[config.mk]
export PLATFORM = sky130hd
export DESIGN_NAME = gsr_relax_unit
export DESIGN_NICKNAME = d
export VERILOG_FILES = /design/src/hw/rtl/gauss_seidel_grid_relaxation_assert.svh /design/src/hw/rtl/gsr_pkg.sv /design/src/hw/rtl/gsr_relax_unit.sv
export SDC_FILE = /design/constraint.sdc
export NUM_CORES = 2
export LEC_CHECK = 0
export ABC_AREA = 1
export BUFFER_PORTS_ARGS = -buffer_cell sky130_fd_sc_hd__buf_2
export CAP_MARGIN = 20
export CORE_ASPECT_RATIO = 1.25
export CORE_MARGIN = 10
export CORE_UTILIZATION = 70
export DETAILED_ROUTE_END_ITERATION = 12
export PLACE_DENSITY = 0.9
export SYNTH_ARGS = -nofsm -noshare
export SYNTH_HDL_FRONTEND = slang
export SYNTH_SLANG_ARGS = --single-unit
[constraint.sdc]
create_clock -name i_clk -period 27.3 [get_ports i_clk]
set_clock_uncertainty 0.05 [all_clocks]
set_input_delay 4.095 -clock i_clk [delete_from_list [all_inputs] [get_ports i_clk]]
set_output_delay 4.095 -clock i_clk [all_outputs]
set_load 0.01 [all_outputs]
[src/hw/rtl/gauss_seidel_grid_relaxation_assert.svh]
// ----------------------------------------------------------------------------
// Assertion macros for the grid relaxation block
// Clocked, reset-qualified property wrappers used by the top level.
// ----------------------------------------------------------------------------
`ifndef GAUSS_SEIDEL_GRID_RELAXATION_ASSERT_SVH
`define GAUSS_SEIDEL_GRID_RELAXATION_ASSERT_SVH

// The consequent holds in the same cycle as the antecedent.
`define GSR_ASSERT_NOW(label, ante, cons, msg) \
    label: assert property (@(posedge i_clk) disable iff (!i_rst_n) (ante) |-> (cons)) \
        else $error(msg);

// The consequent holds in the cycle after the antecedent.
`define GSR_ASSERT_NEXT(label, ante, cons, msg) \
    label: assert property (@(posedge i_clk) disable iff (!i_rst_n) (ante) |=> (cons)) \
        else $error(msg);

`endif

[src/hw/rtl/gsr_pkg.sv]
// ----------------------------------------------------------------------------
// gsr_pkg
// Shared constants and types of the grid relaxation block.
// ----------------------------------------------------------------------------
`default_nettype none

package gsr_pkg;

    localparam logic [5:0] MAX_INTERIOR = 6'd62;
    localparam logic [4:0] SWEEPS = 5'd20;
    localparam int ADDR_W = 12;
    localparam logic [30:0] C_MIN = 31'd65536;

    localparam logic [1:0] OP_LOAD = 2'd0;
    localparam logic [1:0] OP_SOLVE = 2'd1;
    localparam logic [1:0] OP_READ = 2'd2;

    localparam logic [1:0] CFG_SIZE = 2'd0;
    localparam logic [1:0] CFG_MODE = 2'd1;
    localparam logic [1:0] CFG_A = 2'd2;
    localparam logic [1:0] CFG_C = 2'd3;

    localparam logic [1:0] MODE_NEG_LR = 2'd1;
    localparam logic [1:0] MODE_NEG_TB = 2'd2;

    typedef struct packed {
        logic               start;
        logic signed [33:0] sum;
        logic signed [31:0] rhs;
        logic [30:0]        coef_a;
        logic [30:0]        coef_c;
    } t_relax_req;

    typedef struct packed {
        logic               done;
        logic signed [31:0] value;
    } t_relax_rsp;

endpackage

`default_nettype wire

[src/hw/rtl/gsr_relax_unit.sv]
// ----------------------------------------------------------------------------
// gsr_relax_unit
// Multi-cycle arithmetic of one cell update: scaled neighbor sum plus rhs,
// divided by the center divisor with a bit-serial restoring divider.
// ----------------------------------------------------------------------------
`default_nettype none

module gsr_relax_unit (
    input  wire logic                i_clk,
    input  wire logic                i_rst_n,
    input  wire gsr_pkg::t_relax_req i_req,
    output gsr_pkg::t_relax_rsp      o_rsp
);

    localparam logic [2:0] U_IDLE = 3'd0;
    localparam logic [2:0] U_MLO  = 3'd1;
    localparam logic [2:0] U_MHI  = 3'd2;
    localparam logic [2:0] U_NUM  = 3'd3;
    localparam logic [2:0] U_PRE  = 3'd4;
    localparam logic [2:0] U_DIV  = 3'd5;
    localparam logic [2:0] U_FIN  = 3'd6;

    localparam logic signed [50:0] NUM_MAX = 51'sd70368744177664;
    localparam logic signed [50:0] NUM_MIN = -51'sd70368744177664;

    logic [2:0]         r_state;
    logic [5:0]         r_cnt;
    logic [33:0]        r_mag;
    logic               r_sneg;
    logic signed [31:0] r_rhs;
    logic [30:0]        r_a;
    logic [30:0]        r_c;
    logic [64:0]        r_prod;
    logic               r_nneg;
    logic [46:0]        r_nmag;
    logic               r_sat;
    logic [30:0]        r_rem;
    logic [32:0]        r_dsh;
    logic [32:0]        r_q;
    logic               r_done;
    logic signed [31:0] r_value;

    logic [16:0]        w_mop;
    logic [47:0]        w_mul;
    logic signed [50:0] w_p;
    logic signed [50:0] w_n;
    logic [31:0]        w_trial;
    logic               w_ge;

    assign w_mop = (r_state == U_MLO) ? r_mag[16:0] : r_mag[33:17];
    assign w_mul = 48'(r_a) * 48'(w_mop);
    assign w_trial = {r_rem, r_dsh[32]};
    assign w_ge = (w_trial >= 32'(r_c));

    always_comb begin
        w_p = $signed({2'b00, r_prod[64:16]});
        w_n = 51'(r_rhs) + (r_sneg ? -w_p : w_p);
        if (w_n > NUM_MAX) begin
            w_n = NUM_MAX;
        end else if (w_n < NUM_MIN) begin
            w_n = NUM_MIN;
        end
    end

    always_ff @(posedge i_clk) begin
        if (!i_rst_n) begin
            r_state <= U_IDLE;
            r_done  <= 1'b0;
        end else begin
            r_done <= 1'b0;
            unique case (r_state)
                U_IDLE: begin
                    if (i_req.start) begin
                        r_state <= U_MLO;
                    end
                end
                U_MLO: r_state <= U_MHI;
                U_MHI: r_state <= U_NUM;
                U_NUM: r_state <= U_PRE;
                U_PRE: begin
                    r_state <= ({1'b0, r_nmag[46:17]} >= r_c) ? U_FIN : U_DIV;
                end
                U_DIV: begin
                    if (r_cnt == 6'd1) begin
                        r_state <= U_FIN;
                    end
                end
                U_FIN: begin
                    r_state <= U_IDLE;
                    r_done  <= 1'b1;
                end
                default: r_state <= U_IDLE;
            endcase
        end
    end

    always_ff @(posedge i_clk) begin
        case (r_state)
            U_IDLE: begin
                r_sneg <= i_req.sum[33];
                r_mag  <= i_req.sum[33] ? 34'(-i_req.sum) : 34'(i_req.sum);
                r_rhs  <= i_req.rhs;
                r_a    <= i_req.coef_a;
                r_c    <= i_req.coef_c;
            end
            U_MLO: r_prod <= 65'(w_mul);
            U_MHI: r_prod <= r_prod + {w_mul, 17'b0};
            U_NUM: begin
                r_nneg <= w_n[50];
                r_nmag <= w_n[50] ? 47'(-w_n) : 47'(w_n);
            end
            U_PRE: begin
                r_sat <= ({1'b0, r_nmag[46:17]} >= r_c);
                r_rem <= 31'(r_nmag[46:17]);
                r_dsh <= {r_nmag[16:0], 16'b0};
                r_q   <= '0;
                r_cnt <= 6'd33;
            end
            U_DIV: begin
                r_rem <= w_ge ? 31'(w_trial - 32'(r_c)) : 31'(w_trial);
                r_dsh <= {r_dsh[31:0], 1'b0};
                r_q   <= {r_q[31:0], w_ge};
                r_cnt <= r_cnt - 6'd1;
            end
            U_FIN: begin
                if (r_sat) begin
                    r_value <= r_nneg ? 32'sh80000000 : 32'sh7fffffff;
                end else if (!r_nneg) begin
                    r_value <= (r_q > 33'h07fffffff) ? 32'sh7fffffff : $signed(r_q[31:0]);
                end else begin
                    r_value <= (r_q > 33'h080000000) ? 32'sh80000000 : $signed(32'(-r_q));
                end
            end
            default: ;
        endcase
    end

    assign o_rsp.done  = r_done;
    assign o_rsp.value = r_value;

endmodule

`default_nettype wire

; After elaboration in Yosys (flattened, before gate mapping)
; Index checks and enable logic that the tools add are counted.
; Widths: inputs -> output; s select.
[totals]
output_inout_bits = 33
regBits = 382
word_cells = 67
[op_classes]
muxes = 22
eq_ne = 9
add_sub_neg = 8
order_cmp = 6
reduce_logical = 4
mul = 1
[ops]
columns = op, count
row1 = $mux 32, 5
row2 = $mux 51, 3
row3 = $pmux 33 s2, 2
row4 = $pmux 65 s2, 1
row5 = $add 65x65->65, 1
row6 = $pmux 31 s2, 1
row7 = $add 32x51->51, 1
row8 = $gt 51x48->1 const B, 1
row9 = $lt 51x47->1 const B, 1
row10 = $neg 49->51, 1
row11 = $mul 31x17->48, 1
row12 = $mux 47, 1
row13 = $neg 47->47, 1
row14 = $neg 34->34, 1
row15 = $gt 33x31->1 const B, 1
row16 = $gt 33x32->1 const B, 1
row17 = $mux 33, 1
row18 = $ge 32x31->1, 1
row19 = $neg 32->32, 1
row20 = $ge 30x31->1, 1
row21 = $mux 31, 1
row22 = $sub 31x31->31, 1
row23 = $pmux 3 s6, 1
row24 = $mux 17, 1
row25 = other kinds (13), 19

; Longest topological paths before layout
[depth]
word_depth = 8
mapped_depth = 46
ltp_nobuf = 45

; Worst setup path after synthesis
; OpenSTA, ideal clock, no wires.
[synth_path]
path_type = register to register
start = register r_state[0]
end = register r_prod[64], data pin
required_time_ps = 26995
slack_ps = 18407
stages_incl_launch_ff = 42
arrival_ps = 8588
path_cell_list = dfxtp_1 inv_1 nor2_1 inv_1 nor2_1 inv_1 clkbuf_1 o21ai_1 clkbuf_1 nor2_1 fa_1 fa_1 fa_1 fa_1 fa_1 inv_1 fa_1 inv_1 (+6 left out) o21ai_0 a21oi_1 inv_1 a21oi_1 o21ai_0 a21boi_0 inv_1 a21oi_1 xor2_1 ha_1 inv_1 o21bai_1 a31oi_1 nor2_1 nor4_1 o311ai_0 a21oi_1 nor2_1
[synth_via]
elab_chain_cells = 5
word_cells_on_any_way = 6
[synth_lines]
columns = item, line
row1 = start: declaration, gsr_relax_unit.sv:26  ; logic [2:0] r_state;
row2 = start signal: assignment, gsr_relax_unit.sv:81  ; r_state <= ({1'b0, r_nmag[46:17]} >= r_c) ? U_FIN : U_DIV;
row3 = $eq 3x1->1, "gsr_relax_unit.sv:50, gsr_relax_unit.sv:98"
row4 = $mux 17, gsr_relax_unit.sv:50  ; assign w_mop = (r_state == U_MLO) ? r_mag[16:0] : r_mag[33:17];
row5 = $mul 31x17->48, gsr_relax_unit.sv:51  ; assign w_mul = 48'(r_a) * 48'(w_mop);
row6 = $add 65x65->65, gsr_relax_unit.sv:107  ; U_MHI: r_prod <= r_prod + {w_mul, 17'b0};
row7 = $pmux 65 s2 (*), gsr_relax_unit.sv:98  ; case (r_state)
row8 = end signal: assignment, gsr_relax_unit.sv:106  ; U_MLO: r_prod <= 65'(w_mul);
row9 = end signal: assignment, gsr_relax_unit.sv:107
row10 = end: declaration, gsr_relax_unit.sv:33  ; logic [64:0] r_prod;
; Every way passes the cells marked *; elsewhere a longest branch is shown, timed or not.
; A chain may end at the register's enable or synchronous reset.

; Final worst setup path
[layout_path]
start = register r_state[0]
end = register r_prod[63], data pin
; The elaborated chain is that of the path after synthesis.

==> key figures <==
Status
  – Status: complete, no violations

Worst setup path
  – CP startpoint kind: register
  – R2r setup slk: 15,460 ps
  – Crit-path max FO: 24
  – Most frequent CP cell: inv_1
  – Worst EP required: 27,610 ps
  – Worst reg2reg path endpoint: r_prod[63]
  – Worst r2r src: r_state[0]
  – CP Class: reg -> reg
  – Slowest cell on crit path: o21ai_1
  – Crit. End Element: register
  – Max incr delay on CP: 770 ps
  – Critical path arrival: 12,150 ps
  – Reg2reg path depth: 39

STA
  – Worst hold margin: 460.5 ps
  – Setup slack after layout: 15,460 ps
  – Fmax: 84.46 MHz
  – Final min period: 11,840 ps
  – Period utilization: 43.37%
  – Final slew viol count: 0
  – Slew @ Worst Pin: 1169 ps
  – Hold Vio Cnt, Final: 0
  – Max_slew headroom: 21.57%
  – RSZ-0062 raised after global routing: false
  – Final setup vio count: 0
  – Fin Setup TNS: 0 ps

Placed design
  – # port buffers: 163
  – Final HPWL DP: 105.4 mm
  – Place WS: 16,020 ps
  – Gp weighted congestion: 1.018

Routing
  – Avg Vias per Cell: 5.971
  – DR WL/cell: 20.45 um
  – Total number of vias: 39,364
  – Pre-antenna DRT Iters: 8
  – Drt drc: 0
  – Final antenna-violating net count: 0
  – Drt initial violations: 3,764
  – Post-Route WL: 134.8 mm

Die
  – I/O pins: 164
  – CORE AREA: 61,040 um2
  – Die X: 242.3 um
  – Initial cell density of the core: 70.85%
  – FP Rows: 101
  – Die ar.: 72,180 um2
  – Die H: 297.9 um

Final layout
  – Nets: 6,592
  – Fillers: 4,429
  – Post-layout utilization of the core: 75.72%
  – P&R area growth vs syn: 6.881%
  – Ratio of cells with drive above 1 in the final layout: 6.104%

Yosys
  – Asr flop ratio synth: 0%
  – Net Count, Synth: 6,496
  – Warnings, synthesis: 0
  – Area of the mapped netlist: 43,240 um2
  – Top-count cell post-synth: nand2_1
  – Post-synth top area cell: edfxtp_1
  – Syn avg cell area: 7.670 um2
  – Synth Flop Type: edfxtp_1
  – Register bit total from synthesis: 350
  – Yosys top cell area share: 24.03%
  – Sequential-to-total area share from yosys stat: 24.21%
  – Top cell types by occurrence after synthesis: 1,391 x nand2_1, 1,082 x inv_1, 622 x nor2_1, 437 x fa_1, 346 x edfxtp_1
  – Dominant cells by area after synthesis: edfxtp_1 24%, fa_1 20%, nand2_1 12%
  – Cells after Synth: 5,638
  – Count of flip-flops with a built-in enable after synthesis: 346
  – Synth cell types: 67

Clocking
  – Root Driver: clkbuf_16
  – Max H-tree Level: 2
  – TritonCTS clock tree: done
  – Clock transition at the registers of the reported paths: 70 ps
  – CTS Sinks: 350
  – Post-CTS setup buffers: 0
  – Post_cts resized: 0
  – Hold_buf cts: 0
  – Clock Tree Buf Depth: 3
  – Total CTS buffers: 42
  – Worst-skew pair later-pin latency: 630 ps

Global routing
  – GR Overflow Total: 0
  – Global-route wire length before repair: 210.9 mm
  – Largest net degree at the start of global routing: 104
  – Initial antenna violation count: 2
  – GRT Total Usage: 36.78%
  – Vias in the first global route: 39,696

Min path
  – Hold Crit Depth: 2
  – WHS Endpoint: r_dsh[31]
  – Hold_sp: r_nmag[15]
  – Hold Path Class: reg -> reg

Run
  – MaxCap Viol Count: 0
## metrics by stage
stage	instances	instance area, um2
detailed placement	6512	44800
CTS	6589	46170
global placement	6509	44710
floorplan	5638	43240
global route	6592	46220
finish	6593	46220
## per-layer routing
layer / vias up / part of all wire [%] / track usage (%)
li1: 17934 / - / -
met1: 18398 / 35 / 41.58
met3: 724 / 9.5 / 7.475
met5: - / 0.010 / 0
met2: 2306 / 48 / 62.00
met4: 2 / 8.0 / 25.06
## logic make-up after synthesis
| kind of cell | Yosys count | share of synthesized area [%] |
|---|---|---|
| AO/OA/AOI/OAI | 691 | 8.993 |
| XOR/XNOR | 223 | 4.517 |
| adder cells (fa/ha/maj) | 727 | 28.62 |
| buffers and inverters | 1255 | 11.07 |
| flip-flops | 350 | 24.21 |
| AND/OR/NAND/NOR | 2392 | 22.58 |
## state kept, by name (all words and copies together) (netlist names)
register and count:
r_value 32, r_rhs 32, r_sneg 1, r_nmag 47, r_q 33, r_done 1
r_c 31, r_a 31, r_cnt 6, r_state 3, r_prod 49, r_nneg 1
r_dsh 17, r_rem 31, r_mag 34, r_sat 1
## area by class of cell
class / count / area [um2] / area share (%)
repair buffers: 194 / 1141 / 2.469
multi-input cells: 4033 / 28020 / 60.63
well taps: 824 / 1031 / 2.231
clock inverters: 31 / 304.0 / 0.6578
diodes: 2 / 5.005 / 0.01083
inverters: 1113 / 4179 / 9.042
clock buffers: 46 / 1066 / 2.306
flip-flops and latches: 350 / 10470 / 22.65
## critical path: cells and delay by family (launching register included)
kind            cells  cell delay [ps]
xor+xnor            1              150
flops               1              410
fa+ha+maj           8             3830
buf+inv             8             1760
compound gates     11             3500
simple gates       11             1810
## how the worst max path moves through the flow
stage                from         end  slack [ps]  depth (start not counted)
2_1_floorplan  r_state[0]  r_prod[64]       18410                         41
3_3_place_gp   r_state[0]  r_prod[64]       16160                         37
3_5_place_dp   r_state[0]  r_prod[63]       16020                         39
4_1_cts        r_state[0]  r_prod[63]       15850                         39
5_1_grt        r_state[0]  r_prod[63]       14750                         39
6_report       r_state[0]  r_prod[63]       15460                         39
## layout by cell type, fill, tap and decap left out, types with 26 or more instances in the layout
cell       Yosys  layout
edfxtp_1     346     346
ha_1         290     290
fa_1         437     437
a21oi_1      276     276
nand2_1     1391    1389
clkbuf_16      0      42
o21ai_0      222     216
nand3_1      140     139
buf_2          2     163
buf_4          8      26
inv_1       1082    1082
a31oi_1       32      32
xor2_1       141     141
o21ai_1       26      32
nor3_1        73      71
nand4_1       54      54
xnor2_1       82      82
nor2_1       622     619
Power is not shown: default switching activity piles up to over one toggle a cycle in this logic, so the estimate is an artifact.
